--- src/rtl/ddasm_pkg.sv ---
// shared types and constants for the decimal add, subtract and multiply unit
`timescale 1ns / 1ps
package ddasm_pkg;

	typedef logic [3:0] digit_t;

	localparam logic [1:0] OP_ADD = 2'd0;
	localparam logic [1:0] OP_SUB = 2'd1;
	localparam logic [1:0] OP_MUL = 2'd2;
	localparam logic [1:0] OP_RSV = 2'd3;

	localparam digit_t DIGIT_MAX = 4'd9;
	localparam digit_t RADIX     = 4'd10;

	typedef enum logic [3:0] {
		CMD_IDLE,
		CMD_LOAD,
		CMD_PREP,
		CMD_ADD,
		CMD_ADD_CARRY,
		CMD_CMP,
		CMD_SUB,
		CMD_MUL_RD,
		CMD_MUL_WR,
		CMD_MUL_CARRY,
		CMD_OUT_RD,
		CMD_OUT_EMIT
	} cmd_t;

	typedef struct packed {
		logic is_mul;
		logic is_sub;
		logic i_last;
		logic j_last;
		logic cmp_done;
		logic k_zero;
	} status_t;

	// quotient and remainder by ten for values below one hundred
	function automatic logic [7:0] dec_split(input logic [6:0] t);
		logic [3:0] q;
		logic [3:0] r;
		q = 4'd0;
		for (int k = 1; k <= 9; k++) begin
			if (t >= 7'(k * 10)) q = 4'(k);
		end
		r = 4'(t - {q, 3'b000} - 7'({q, 1'b0}));
		return {q, r};
	endfunction

	function automatic digit_t clamp_digit(input digit_t d);
		return (d > DIGIT_MAX) ? DIGIT_MAX : d;
	endfunction

endpackage

--- src/rtl/ddasm_ram.sv ---
// generic single write port ram with registered read
`timescale 1ns / 1ps
module ddasm_ram #(
	parameter int WIDTH = 4,
	parameter int DEPTH = 64
) (
	input  logic                     clk,
	input  logic                     we,
	input  logic [$clog2(DEPTH)-1:0] waddr,
	input  logic [WIDTH-1:0]         wdata,
	input  logic [$clog2(DEPTH)-1:0] raddr,
	output logic [WIDTH-1:0]         rdata
);

	logic [WIDTH-1:0] mem_q [DEPTH];

	always_ff @(posedge clk) begin
		if (we) mem_q[waddr] <= wdata;
		rdata <= mem_q[raddr];
	end

endmodule

--- src/rtl/ddasm_ctrl.sv ---
// sequencing state machine for load, compute and result output
`timescale 1ns / 1ps
module ddasm_ctrl (
	input  logic               clk,
	input  logic               arst_n,
	input  logic               start,
	input  logic               last_digit,
	input  ddasm_pkg::status_t status,
	output logic               busy,
	output ddasm_pkg::cmd_t    cmd
);
	import ddasm_pkg::*;

	typedef enum logic [3:0] {
		S_IDLE,
		S_DISPATCH,
		S_ADD,
		S_ADD_CARRY,
		S_CMP,
		S_SUB,
		S_MUL_RD,
		S_MUL_WR,
		S_MUL_CARRY,
		S_OUT_RD,
		S_OUT_EMIT
	} state_t;

	state_t state_q;
	logic   busy_q;

	always_ff @(posedge clk or negedge arst_n) begin
		if (!arst_n) begin
			state_q <= S_IDLE;
			busy_q  <= 1'b0;
		end else begin
			case (state_q)
				S_IDLE: begin
					if (start && last_digit) begin
						state_q <= S_DISPATCH;
						busy_q  <= 1'b1;
					end
				end
				S_DISPATCH: begin
					if (status.is_mul) state_q <= S_MUL_RD;
					else if (status.is_sub) state_q <= S_CMP;
					else state_q <= S_ADD;
				end
				S_ADD: if (status.i_last) state_q <= S_ADD_CARRY;
				S_ADD_CARRY: state_q <= S_OUT_RD;
				S_CMP: if (status.cmp_done) state_q <= S_SUB;
				S_SUB: if (status.i_last) state_q <= S_OUT_RD;
				S_MUL_RD: state_q <= S_MUL_WR;
				S_MUL_WR: state_q <= status.j_last ? S_MUL_CARRY : S_MUL_RD;
				S_MUL_CARRY: state_q <= status.i_last ? S_OUT_RD : S_MUL_RD;
				S_OUT_RD: state_q <= S_OUT_EMIT;
				S_OUT_EMIT: begin
					if (status.k_zero) begin
						state_q <= S_IDLE;
						busy_q  <= 1'b0;
					end else begin
						state_q <= S_OUT_RD;
					end
				end
				default: begin
					state_q <= S_IDLE;
					busy_q  <= 1'b0;
				end
			endcase
		end
	end

	always_comb begin
		case (state_q)
			S_IDLE:      cmd = start ? CMD_LOAD : CMD_IDLE;
			S_DISPATCH:  cmd = CMD_PREP;
			S_ADD:       cmd = CMD_ADD;
			S_ADD_CARRY: cmd = CMD_ADD_CARRY;
			S_CMP:       cmd = CMD_CMP;
			S_SUB:       cmd = CMD_SUB;
			S_MUL_RD:    cmd = CMD_MUL_RD;
			S_MUL_WR:    cmd = CMD_MUL_WR;
			S_MUL_CARRY: cmd = CMD_MUL_CARRY;
			S_OUT_RD:    cmd = CMD_OUT_RD;
			S_OUT_EMIT:  cmd = CMD_OUT_EMIT;
			default:     cmd = CMD_IDLE;
		endcase
	end

	assign busy = busy_q;

endmodule

--- src/rtl/ddasm_dpath.sv ---
// operand shift stores, digit arithmetic, result ram and output register
`timescale 1ns / 1ps
module ddasm_dpath #(
	parameter int MAX_DIGITS = 32
) (
	input  logic               clk,
	input  logic               arst_n,
	input  ddasm_pkg::cmd_t    cmd,
	input  logic [1:0]         op_code,
	input  logic               a_negative,
	input  logic               b_negative,
	input  ddasm_pkg::digit_t  a_digit,
	input  ddasm_pkg::digit_t  b_digit,
	input  logic               last_digit,
	output ddasm_pkg::status_t status,
	output logic               result_valid,
	output ddasm_pkg::digit_t  result_digit,
	output logic               result_negative,
	output logic               result_last
);
	import ddasm_pkg::*;

	localparam int DW = $clog2(MAX_DIGITS);
	localparam int CW = $clog2(MAX_DIGITS + 1);
	localparam int AW = $clog2(2 * MAX_DIGITS);

	digit_t        a_q [MAX_DIGITS];
	digit_t        b_q [MAX_DIGITS];
	logic [CW-1:0] cnt_q;
	logic [CW-1:0] n_q;
	logic [1:0]    op_q;
	logic          sa_q;
	logic          sb_q;
	logic [DW-1:0] i_q;
	logic [DW-1:0] j_q;
	digit_t        carry_q;
	logic          a_ge_q;
	logic          neg_q;
	logic [AW-1:0] k_q;
	logic          started_q;
	logic          result_valid_q;
	digit_t        result_digit_q;
	logic          result_negative_q;
	logic          result_last_q;

	logic          ram_we;
	logic [AW-1:0] ram_waddr;
	digit_t        ram_wdata;
	logic [AW-1:0] ram_raddr;
	digit_t        ram_rdata;

	logic [DW-1:0] nm1;
	logic [DW-1:0] a_idx;
	digit_t        xa;
	digit_t        xb;
	logic          sbe;
	logic [CW-1:0] n_new;
	logic [4:0]    add_t;
	logic          add_c;
	digit_t        big;
	digit_t        small_d;
	logic [4:0]    sub_s;
	logic          sub_b;
	logic [7:0]    prod;
	digit_t        mul_r;
	logic [6:0]    mul_t;
	logic [7:0]    mul_qr;
	logic          emit;
	logic          nonzero;

	assign nm1   = DW'(n_q - CW'(1));
	assign a_idx = (cmd == CMD_MUL_WR) ? j_q : i_q;
	assign xa    = a_q[a_idx];
	assign xb    = b_q[i_q];
	assign sbe   = sb_q ^ (op_q == OP_SUB);
	assign n_new = (cnt_q == CW'(MAX_DIGITS)) ? cnt_q : cnt_q + CW'(1);

	assign add_t = 5'(xa) + 5'(xb) + 5'(carry_q);
	assign add_c = add_t >= 5'(RADIX);

	assign big     = a_ge_q ? xa : xb;
	assign small_d = a_ge_q ? xb : xa;
	assign sub_s   = 5'(small_d) + 5'(carry_q[0]);
	assign sub_b   = 5'(big) < sub_s;

	assign prod   = 8'(xa) * 8'(xb);
	// first row starts from an all-zero partial sum
	assign mul_r  = (i_q == '0) ? 4'd0 : ram_rdata;
	assign mul_t  = 7'(prod) + 7'(mul_r) + 7'(carry_q);
	assign mul_qr = dec_split(mul_t);

	assign nonzero = ram_rdata != 4'd0;
	assign emit    = started_q || nonzero || (k_q == '0);

	always_comb begin
		status.is_mul   = op_q == OP_MUL;
		status.is_sub   = (op_q != OP_MUL) && (sa_q != sbe);
		status.i_last   = i_q == nm1;
		status.j_last   = j_q == nm1;
		status.cmp_done = (xa != xb) || (i_q == '0);
		status.k_zero   = k_q == '0;
	end

	always_comb begin
		ram_we    = 1'b0;
		ram_waddr = AW'(i_q);
		ram_wdata = 4'd0;
		ram_raddr = k_q;
		case (cmd)
			CMD_ADD: begin
				ram_we    = 1'b1;
				ram_wdata = add_c ? 4'(add_t - 5'(RADIX)) : add_t[3:0];
			end
			CMD_ADD_CARRY: begin
				ram_we    = 1'b1;
				ram_waddr = AW'(n_q);
				ram_wdata = carry_q;
			end
			CMD_SUB: begin
				ram_we    = 1'b1;
				ram_wdata = sub_b ? 4'(5'(big) + 5'(RADIX) - sub_s) : 4'(5'(big) - sub_s);
			end
			CMD_MUL_RD: ram_raddr = AW'(i_q) + AW'(j_q);
			CMD_MUL_WR: begin
				ram_we    = 1'b1;
				ram_waddr = AW'(i_q) + AW'(j_q);
				ram_wdata = mul_qr[3:0];
			end
			CMD_MUL_CARRY: begin
				ram_we    = 1'b1;
				ram_waddr = AW'(i_q) + AW'(n_q);
				ram_wdata = carry_q;
			end
			default: begin
			end
		endcase
	end

	ddasm_ram #(
		.WIDTH(4),
		.DEPTH(2 * MAX_DIGITS)
	) u_res_ram (
		.clk  (clk),
		.we   (ram_we),
		.waddr(ram_waddr),
		.wdata(ram_wdata),
		.raddr(ram_raddr),
		.rdata(ram_rdata)
	);

	// operand stores shift towards the top, newest digit at index zero
	always_ff @(posedge clk) begin
		if (cmd == CMD_LOAD) begin
			a_q[0] <= clamp_digit(a_digit);
			b_q[0] <= clamp_digit(b_digit);
			for (int k = 1; k < MAX_DIGITS; k++) begin
				a_q[k] <= a_q[k-1];
				b_q[k] <= b_q[k-1];
			end
		end
	end

	always_ff @(posedge clk or negedge arst_n) begin
		if (!arst_n) begin
			cnt_q             <= '0;
			n_q               <= CW'(1);
			op_q              <= OP_ADD;
			sa_q              <= 1'b0;
			sb_q              <= 1'b0;
			i_q               <= '0;
			j_q               <= '0;
			carry_q           <= 4'd0;
			a_ge_q            <= 1'b1;
			neg_q             <= 1'b0;
			k_q               <= '0;
			started_q         <= 1'b0;
			result_valid_q    <= 1'b0;
			result_digit_q    <= 4'd0;
			result_negative_q <= 1'b0;
			result_last_q     <= 1'b0;
		end else begin
			result_valid_q <= (cmd == CMD_OUT_EMIT) && emit;
			case (cmd)
				CMD_LOAD: begin
					if (cnt_q == '0) begin
						op_q <= (op_code == OP_RSV) ? OP_ADD : op_code;
						sa_q <= a_negative;
						sb_q <= b_negative;
					end
					if (last_digit) begin
						n_q   <= n_new;
						cnt_q <= '0;
					end else begin
						cnt_q <= n_new;
					end
				end
				CMD_PREP: begin
					i_q     <= status.is_sub ? nm1 : '0;
					j_q     <= '0;
					carry_q <= 4'd0;
				end
				CMD_ADD: begin
					carry_q <= {3'b000, add_c};
					i_q     <= i_q + DW'(1);
				end
				CMD_ADD_CARRY: begin
					k_q       <= AW'(n_q);
					neg_q     <= sa_q;
					started_q <= 1'b0;
				end
				CMD_CMP: begin
					if (xa != xb) begin
						a_ge_q  <= xa > xb;
						neg_q   <= (xa > xb) ? sa_q : sbe;
						i_q     <= '0;
						carry_q <= 4'd0;
					end else if (i_q == '0) begin
						a_ge_q  <= 1'b1;
						neg_q   <= sa_q;
						carry_q <= 4'd0;
					end else begin
						i_q <= i_q - DW'(1);
					end
				end
				CMD_SUB: begin
					carry_q <= {3'b000, sub_b};
					i_q     <= i_q + DW'(1);
					if (status.i_last) begin
						k_q       <= AW'(n_q) - AW'(1);
						started_q <= 1'b0;
					end
				end
				CMD_MUL_WR: begin
					carry_q <= mul_qr[7:4];
					j_q     <= j_q + DW'(1);
				end
				CMD_MUL_CARRY: begin
					carry_q <= 4'd0;
					j_q     <= '0;
					if (status.i_last) begin
						k_q       <= AW'(n_q) + AW'(n_q) - AW'(1);
						neg_q     <= sa_q ^ sb_q;
						started_q <= 1'b0;
					end else begin
						i_q <= i_q + DW'(1);
					end
				end
				CMD_OUT_EMIT: begin
					result_digit_q    <= ram_rdata;
					// a lone zero digit is never negative
					result_negative_q <= neg_q && (started_q || nonzero);
					result_last_q     <= k_q == '0;
					if (emit) started_q <= 1'b1;
					if (k_q != '0) k_q <= k_q - AW'(1);
				end
				default: begin
				end
			endcase
		end
	end

	assign result_valid    = result_valid_q;
	assign result_digit    = result_digit_q;
	assign result_negative = result_negative_q;
	assign result_last     = result_last_q;

	a_out_digit: assert property (@(posedge clk) disable iff (!arst_n)
		result_valid_q |-> result_digit_q <= DIGIT_MAX)
		else $error("result digit out of range");

	a_ram_digit: assert property (@(posedge clk) disable iff (!arst_n)
		ram_we |-> ram_wdata <= DIGIT_MAX)
		else $error("digit written to result ram out of range");

	a_carry: assert property (@(posedge clk) disable iff (!arst_n)
		carry_q <= DIGIT_MAX)
		else $error("carry out of range");

	a_last_zero_sign: assert property (@(posedge clk) disable iff (!arst_n)
		(result_valid_q && result_last_q && (result_digit_q == 4'd0)
			&& !$past(started_q)) |-> !result_negative_q)
		else $error("negative zero result");

endmodule

--- src/rtl/decimal_digit_add_sub_multiply_unit.sv ---
// top level of the decimal add, subtract and multiply unit
// Usage:
//   A request carries one digit of each operand, most significant first,
//   and is taken at a rising edge with start high and busy low. op_code and
//   the two signs are sampled on the first digit of an operand pair; the
//   request with last_digit high closes the pair and starts the compute.
//   Requests may come every cycle while busy is low. With n digits loaded
//   (n at most MAX_DIGITS) the compute runs in the result ram through the
//   digit unit: add is a digit pass then a carry write, subtract is a
//   compare scan then a borrow pass, multiply reads and writes each partial
//   product digit plus a carry write per row. Output reads each raw result
//   digit from the ram, then emits it, leading zeros skipped; each digit
//   appears for one cycle with result_valid high, result_last marks the
//   final one. busy is high from the closing request until the final digit
//   is registered.
//   The receiver cannot stall: results are strobed, never held.
//   Reset clears the digit count, held operation and signs; the ram needs
//   no clearing since every entry read was written in the same compute.
`timescale 1ns / 1ps
module decimal_digit_add_sub_multiply_unit #(
	parameter int MAX_DIGITS = 32
) (
	input  logic       clk,
	input  logic       arst_n,
	input  logic       start,
	output logic       busy,
	input  logic [1:0] op_code,
	input  logic       a_negative,
	input  logic       b_negative,
	input  logic [3:0] a_digit,
	input  logic [3:0] b_digit,
	input  logic       last_digit,
	output logic       result_valid,
	output logic [3:0] result_digit,
	output logic       result_negative,
	output logic       result_last
);
	import ddasm_pkg::*;

	cmd_t    cmd;
	status_t status;

	ddasm_ctrl u_ctrl (
		.clk       (clk),
		.arst_n    (arst_n),
		.start     (start),
		.last_digit(last_digit),
		.status    (status),
		.busy      (busy),
		.cmd       (cmd)
	);

	ddasm_dpath #(
		.MAX_DIGITS(MAX_DIGITS)
	) u_dpath (
		.clk            (clk),
		.arst_n         (arst_n),
		.cmd            (cmd),
		.op_code        (op_code),
		.a_negative     (a_negative),
		.b_negative     (b_negative),
		.a_digit        (a_digit),
		.b_digit        (b_digit),
		.last_digit     (last_digit),
		.status         (status),
		.result_valid   (result_valid),
		.result_digit   (result_digit),
		.result_negative(result_negative),
		.result_last    (result_last)
	);

endmodule

--- config.mk ---
export PLATFORM = sky130hd
export DESIGN_NAME = decimal_digit_add_sub_multiply_unit
export DESIGN_NICKNAME = d
export VERILOG_FILES = /design/src/rtl/ddasm_pkg.sv /design/src/rtl/ddasm_ram.sv /design/src/rtl/ddasm_ctrl.sv /design/src/rtl/ddasm_dpath.sv /design/src/rtl/decimal_digit_add_sub_multiply_unit.sv
export SDC_FILE = /design/constraint.sdc
export NUM_CORES = 1
export LEC_CHECK = 0
export BUFFER_PORTS_ARGS = -buffer_cell sky130_fd_sc_hd__buf_2
export CAP_MARGIN = 20
export CORE_MARGIN = 5
export CORE_UTILIZATION = 30
export DETAILED_ROUTE_END_ITERATION = 8
export PLACE_DENSITY = 0.55
export SLEW_MARGIN = 20
export SYNTH_ARGS = -nofsm -noshare
export SYNTH_HDL_FRONTEND = slang
export SYNTH_SLANG_ARGS = --single-unit
export TNS_END_PERCENT = 5
--- constraint.sdc ---
create_clock -name clk -period 10.5 [get_ports clk]
set_clock_uncertainty 0.15 [all_clocks]
set_input_delay 1.05 -clock clk [delete_from_list [all_inputs] [get_ports clk]]
set_output_delay 1.05 -clock clk [all_outputs]
set_load 0.02 [all_outputs]
## Word level (Yosys, flattened, before mapping)

Memories as Yosys holds them, arrays and structs flattened. A register that Yosys moved wholly into a read port is not among the register bits.
Cells that the tools add are included.

| word-level totals | value |
|---|---|
| bits in latches | 0 |
| memories kept | 3 |
| bits of input ports | 16 |
| memory bits (writable) | 512 |
| register bits | 51 |
| ROM bits | 0 |

| cells by class | value |
|---|---|
| add/sub/neg operators | 21 |
| reduce and logical (&&, ||, !) cells | 36 |
| $mul | 1 |
| eq/ne operators | 42 |
| multiplexer cells | 66 |
| divide/modulo/power cells | 0 |
| bitwise operators | 3 |
| order comparisons | 14 |
| shift operators | 0 |

Memories:

| memory | depth | width | rd ports | clocked after Yosys merged registers in | wr ports | line | source |
|---|---|---|---|---|---|---|---|
| u_dpath.u_res_ram.mem_q | 64 | 4 | 1 | 1 | 1 | ddasm_ram.sv:15 | `logic [WIDTH-1:0] mem_q [DEPTH];` |
| u_dpath.a_q | 32 | 4 | 32 | 0 | 32 | ddasm_dpath.sv:27 | `digit_t a_q [MAX_DIGITS];` |
| u_dpath.b_q | 32 | 4 | 32 | 0 | 32 | ddasm_dpath.sv:28 | `digit_t b_q [MAX_DIGITS];` |

Operators with widths:

| operator | count |
|---|---|
| 2-to-1 mux 4 bit | 25 |
| one-hot mux 4 bit (11 select lines) | 2 |
| 2-to-1 mux 6 bit | 6 |
| equality test 4 x 3 -> 1 bit, second input constant | 8 |
| 2-to-1 mux 5 bit | 5 |
| equality test 4 bit, second input constant | 6 |
| one-hot mux 6 bit (4 select lines) | 1 |
| greater-or-equal comparator 7 x 6 -> 1 bit, second input constant | 3 |
| greater-or-equal comparator 7 bit, second input constant | 3 |
| one-hot mux 4 bit (5 select lines) | 1 |
| one-hot mux 5 bit (4 select lines) | 1 |
| one-hot mux 6 bit (3 select lines) | 1 |
| subtractor 6 x 1 -> 6 bit, second input constant | 3 |
| 2-to-1 mux 1 bit | 17 |
| equality test 4 x 2 -> 1 bit, second input constant | 4 |
| one-hot mux 4 bit (4 select lines) | 1 |
| subtractor 4 bit | 4 |
| adder 7 x 4 -> 7 bit | 2 |
| greater-or-equal comparator 7 x 5 -> 1 bit, second input constant | 2 |
| != test 2 bit, second input constant | 7 |
| logical NOT 6 bit | 2 |
| AND reduction 3 bit | 4 |
| nonzero test 4 bit | 3 |
| adder 5 x 1 -> 5 bit, second input constant | 2 |
| 45 further kinds | 70 |

## Logic depth before layout (Yosys ltp)

An unclocked memory read counts as a cell.

| logic depth | value |
|---|---|
| depth in word-level cells | 21 |
| depth in mapped cells | 31 |
| gate-level depth less buffers | 27 |

## Cells and area by module

From an unflattened synthesis, not the netlist that was laid out.

| unflattened totals | value |
|---|---|
| cells, all modules | 1785 |
| area total of the unflattened synthesis | 26191.4 µm² |

Modules (own cells, without submodules):

| module | times used | cells each | sequential area each (µm²) | area each (µm²) |
|---|---|---|---|---|
| ddasm_dpath | 1 | 1208 | 8841.0 | 15279.7 |
| ddasm_ram | 1 | 521 | 7767.4 | 10407.5 |
| ddasm_ctrl | 1 | 56 | 125.1 | 504.2 |

## Least setup slack after synthesis

No wires, ideal clock.

| timing | value |
|---|---|
| path kind | register to register |
| start | reg u_dpath.i_q[0] |
| end | mem u_dpath.u_res_ram.mem_q[0][3], data pin |
| arrival time | 8.055 ns |
| data required time | 9.966 ns |
| period minus slack after synthesis | 8.590 ns |
| path slack | 1.910 ns |
| library setup time | 0.384 ns |
| cell stages (with the launch flop) | 29 |
| cells stage by stage | dfrtp_1 -> buf_6 -> buf_6 -> buf_4 -> buf_4 -> buf_2 -> mux4_2 -> mux4_2 -> mux2i_1 -> inv_1 -> nand2_1 -> fa_1 -> fa_1 -> fa_1 -> inv_1 -> ha_1 -> a21o_1 -> a21oi_1 -> xor2_1 -> buf_1 -> maj3_1 -> a21oi_1 -> o21ai_0 -> ha_1 -> nor2b_1 -> a2111oi_0 -> xnor2_1 -> o21ai_0 -> a311o_1 |

| on the way | value |
|---|---|
| cells in the longest elaborated chain, start to end | 18 |

RTL lines:

| element | line | source |
|---|---|---|
| start, declared | ddasm_dpath.sv:34 | `logic [DW-1:0] i_q;` |
| start signal, assigned | ddasm_dpath.sv:198 | `i_q <= status.is_sub ? nm1 : '0;` |
| start signal, assigned | ddasm_dpath.sv:204 | `i_q <= i_q + DW'(1);` |
| start signal, assigned | ddasm_dpath.sv:222 | `i_q <= i_q - DW'(1);` |
| 2-to-1 mux 5 bit | ddasm_dpath.sv:72 | `assign a_idx = (cmd == CMD_MUL_WR) ? j_q : i_q;` |
| memory read (32 x 4 bit) | -- |  |
| multiplier 4 x 4 -> 7 bit | ddasm_dpath.sv:86 | `assign prod = 8'(xa) * 8'(xb);` |
| adder 7 x 4 -> 7 bit (2 in a row) | ddasm_dpath.sv:89 | `assign mul_t = 7'(prod) + 7'(mul_r) + 7'(carry_q);` |
| greater-or-equal comparator 7 x 4 -> 1 bit | ddasm_pkg.sv:45 | `if (t >= 7'(k * 10)) q = 4'(k);` |
| 2-to-1 mux 1 bit | ddasm_pkg.sv:45 |  |
| 2-to-1 mux 4 bit (8 in a row) | ddasm_pkg.sv:45 |  |
| subtractor 4 bit (2 in a row) | ddasm_pkg.sv:47 | `r = 4'(t - {q, 3'b000} - 7'({q, 1'b0}));` |
| one-hot mux 4 bit (4 select lines) (*) | ddasm_dpath.sv:109 | `case (cmd)` |
| named net u_dpath.ram_wdata[3] | ddasm_dpath.sv:48 | `digit_t ram_wdata;` |
| end, declared | ddasm_ram.sv:15 |  |

Mark *: on every way through the listed nets, which the timed path passes. The rest lies on a longest branch.

## Final worst setup path

| timing | value |
|---|---|
| start | reg u_ctrl.state_q[1] |
| end | mem u_dpath.u_res_ram.mem_q[10][3], data pin |

| on the way | value |
|---|---|
| cells in the longest elaborated chain, start to end | 21 |

RTL lines:

| element | line | source |
|---|---|---|
| start, declared | ddasm_ctrl.sv:28 | `state_t state_q;` |
| start signal, assigned | ddasm_ctrl.sv:53 | `S_MUL_WR: state_q <= status.j_last ? S_MUL_CARRY : S_MUL_RD;` |
| start signal, assigned | ddasm_ctrl.sv:54 | `S_MUL_CARRY: state_q <= status.i_last ? S_OUT_RD : S_MUL_RD;` |
| equality test 4 bit (tied with other cells) | ddasm_ctrl.sv:73 | `case (state_q)` |
| one-hot mux 4 bit (11 select lines) (*) | ddasm_ctrl.sv:73 |  |
| equality test 4 bit | ddasm_dpath.sv:72, ddasm_dpath.sv:109 |  |
| 2-to-1 mux 5 bit | ddasm_dpath.sv:72 |  |
| memory read (32 x 4 bit) | -- |  |
| multiplier 4 x 4 -> 7 bit | ddasm_dpath.sv:86 |  |
| adder 7 x 4 -> 7 bit (2 in a row) | ddasm_dpath.sv:89 |  |
| greater-or-equal comparator 7 x 4 -> 1 bit | ddasm_pkg.sv:45 |  |
| 2-to-1 mux 1 bit | ddasm_pkg.sv:45 |  |
| 2-to-1 mux 4 bit (8 in a row) | ddasm_pkg.sv:45 |  |
| subtractor 4 bit (2 in a row) | ddasm_pkg.sv:47 |  |
| one-hot mux 4 bit (4 select lines) (*) | ddasm_dpath.sv:109 |  |
| named net u_dpath.ram_wdata[3] | ddasm_dpath.sv:48 |  |

Marked as above.

==> flow_summary.json <==
{
  "status": "finished clean",
  "post_cts_buffers": 0,
  "portBuffers": 23,
  "synth-simple-area-share": 0.0753,
  "synth_ff_type": "edfxtp_1",
  "clockBufferDepth": 3,
  "rr_startpoint": "u_ctrl.state_q[1]$_DFFE_PN0P_",
  "drive_gt1_frac": 0.161,
  "synth_area_per_cell_um2": 15.1,
  "syn_area_um2": 25900,
  "power.total_mw": 4.45,
  "vias": 14700,
  "nFillCells": 8241,
  "synthXorXnorAreaFrac": 0.0190,
  "coreArea_um2": 85400,
  "muxShareOfSynthArea": 0.123,
  "cp-start-kind": "flip-flop",
  "hold_depth": 0,
  "holdWs_ns": 0.293,
  "syn_nets": 1805,
  "worst-path-buf-inv": 5,
  "drv_cap": 0,
  "rows": 107,
  "cts_inserted_buffers": 60,
  "synth_compound_area_frac": 0.0706,
  "period_share": 0.891,
  "dieArea_um2": 92200,
  "dpl.hpwl_um": 37500,
  "fin_setup_tns_ns": 0,
  "dp_cells": 2830,
  "place_ws_ns": 0.975,
  "vias_per_cell": 4.99,
  "layout_commonest_cell": "edfxtp_1",
  "rsz0062_at_grt": "false",
  "critPathCaptureType": "flip-flop",
  "crit_required_ns": 10.68,
  "fin_area_um2": 29300,
  "grt_max_degree": 120,
  "synth_top_family_by_area": "multiplexers",
  "synth_cell_types": 81,
  "leakagePower_nw": 9.55,
  "initial_core_util": 0.303,
  "postLayoutSetupSlackWorst_ns": 1.14,
  "routed_wl_um": 56800,
  "crit_arrival_ns": 9.54,
  "ir_worst_vdd_v": 0.000120,
  "io_pins": 24,
  "cts_sinks": 567,
  "synth_seq_cells": 567,
  "holdPathEnd": "u_dpath.a_q[20][0]$_DFFE_PN_",
  "crit_type": "flip-flop to flip-flop",
  "final_core_util": 0.343,
  "finalSetupViolations": 0,
  "synth-edff-count": 512,
  "syn-instance-count": 1716,
  "final_cells": 2947,
  "path_depth": 28,
  "clockRootBuffer": "clkbuf_16",
  "clk_pin_slew_worst_paths_ns": 0.06,
  "grt_overflow": 0,
  "slew-limit-headroom": 0.297,
  "cp_slowest_cell": "dfrtp_1",
  "hold_start": "u_dpath.a_q[19][0]$_DFFE_PN_",
  "slowest_delay_ns": 0.79,
  "grtUsageTotal": 0.119,
  "gp_congestion": 0.811,
  "final_cell_mix": "edfxtp_1, nand2_1, nor2_1, mux4_2, a21oi_1",
  "seq_area_um2": 16700,
  "first_global_vias": 15100,
  "grt_antenna_before_repair": 2,
  "dpl_cell_area_um2": 27400,
  "async_flop_share": 0.0899,
  "die_h_um": 304,
  "period_needed_ns": 9.36,
  "ctsResizeCount": 0,
  "path_delay_family": "adder cells",
  "final_hold_viol_count": 0,
  "drv_slew": 0,
  "r2r-end": "u_dpath.u_res_ram.mem_q[10][3]$_DFFE_PP_",
  "worstMarginPinSlew_ns": 1.05,
  "syn2layout_area_growth_pct": 13.2,
  "cts_hold_buf": 0,
  "synthAdderAreaFrac": 0.0415,
  "die_w_um": 304,
  "first_pass_iters": 7,
  "max_clock_freq_mhz": 107,
  "reg2reg_slack_ns": 1.14,
  "critPathMaxFanout": 40,
  "p_per_area_nw_per_um2": 152,
  "htree_num_levels": 2,
  "crit_top_cell": "fa_1",
  "clk_latency_ns": 0.64,
  "ant_nets": 0,
  "synth_sequential_area_ratio": 0.647,
  "multi_input_area_um2": 8580,
  "drt_iter0_markers": 1082,
  "yosysWarnings": 0,
  "hp-class": "flip-flop to flip-flop",
  "grt_pass1_wl_um": 88900,
  "reg2reg_depth": 28,
  "wl_per_cell_um": 19.3,
  "cts_tree": "yes",
  "drc": 0,
  "final_nets": 1839
}
[worst max path at each step]
stage	start	endpoint
3_5_place_dp	u_ctrl.state_q[1]$_DFFE_PN0P_	u_dpath.u_res_ram.mem_q[25][3]$_DFFE_PP_
4_1_cts	u_ctrl.state_q[1]$_DFFE_PN0P_	u_dpath.u_res_ram.mem_q[38][3]$_DFFE_PP_
3_3_place_gp	u_ctrl.state_q[1]$_DFFE_PN0P_	u_dpath.u_res_ram.mem_q[25][3]$_DFFE_PP_
6_report	u_ctrl.state_q[1]$_DFFE_PN0P_	u_dpath.u_res_ram.mem_q[10][3]$_DFFE_PP_
2_1_floorplan	u_dpath.i_q[0]$_DFFE_PN0P_	u_dpath.u_res_ram.mem_q[0][3]$_DFFE_PP_
5_1_grt	u_ctrl.state_q[1]$_DFFE_PN0P_	u_dpath.u_res_ram.mem_q[10][3]$_DFFE_PP_
[cell families (layout without fill, tap and decap cells)]
family,Yosys count,count (layout)
mux,178,178
xor+xnor,56,56
compound gates,271,271
buf+inv,147,232
simple gates,423,423
flops,567,567
fa+ha+maj,74,74
other cells,0,2
[cell usage after synthesis (all sizes together), types with 5 or more instances]
cell type  count  share of area
edfxtp       512           0.59
nand3         44         0.0085
mux2i         59          0.023
o211ai         8         0.0025
a21o          13         0.0038
mux2          10         0.0045
nor2         126          0.018
a31oi         12         0.0029
o21a           7         0.0020
and3           9         0.0022
or3            5         0.0012
mux4         109          0.095
clkbuf        48         0.0070
nand2        142          0.021
a32oi         11         0.0037
xnor2         35          0.012
a221o          5         0.0019
xor2          21         0.0071
o21ai         49         0.0095
inv           60         0.0087
nand2b        16         0.0039
nor3          17         0.0033
a211oi        36          0.011
and2           6         0.0015
dfrtp         49          0.047
fa            20          0.015
a21oi         75          0.015
ha            53          0.026
nand4          9         0.0024
nor2b         28         0.0068
o22ai          7         0.0019
buf           38         0.0082
a221oi         8         0.0027
[cell type report]
cell class | count | share of cell area
inverters | 61 | 0.00808
flip-flops and latches | 567 | 0.572
clock inverters | 39 | 0.0106
diodes | 2 | 0.000171
clock buffers | 74 | 0.0534
repair buffers | 58 | 0.0138
well taps | 1144 | 0.0489
multi-input cells | 1002 | 0.293
[where the power goes]
group	total [mW]	leakage, nW	switching [mW]	internal, mW
combinational	0.0114	3.42	0.00805	0.00336
clock	2.01	0.917	0.879	1.13
sequential	2.43	5.21	0	2.43
total	4.45	9.55	0.887	3.56
[routing by layer]
layer  track usage  share of wire
met4        0.0312          0.021
met1         0.168           0.46
met5             0              0
met2         0.195           0.47
met3        0.0166          0.045
[registers in the layout, summed over array words and instances, names as in the netlist, 2 cells and up]
signal	count
u_ctrl.state_q	4
u_dpath.a_q	128
u_dpath.b_q	128
u_dpath.carry_q	4
u_dpath.cnt_q	6
u_dpath.i_q	5
u_dpath.j_q	5
u_dpath.k_q	6
u_dpath.n_q	6
u_dpath.op_q	2
u_dpath.result_digit	4
u_dpath.u_res_ram.mem_q	256
u_dpath.u_res_ram.rdata	4
Power figures use the tool's default switching activity.
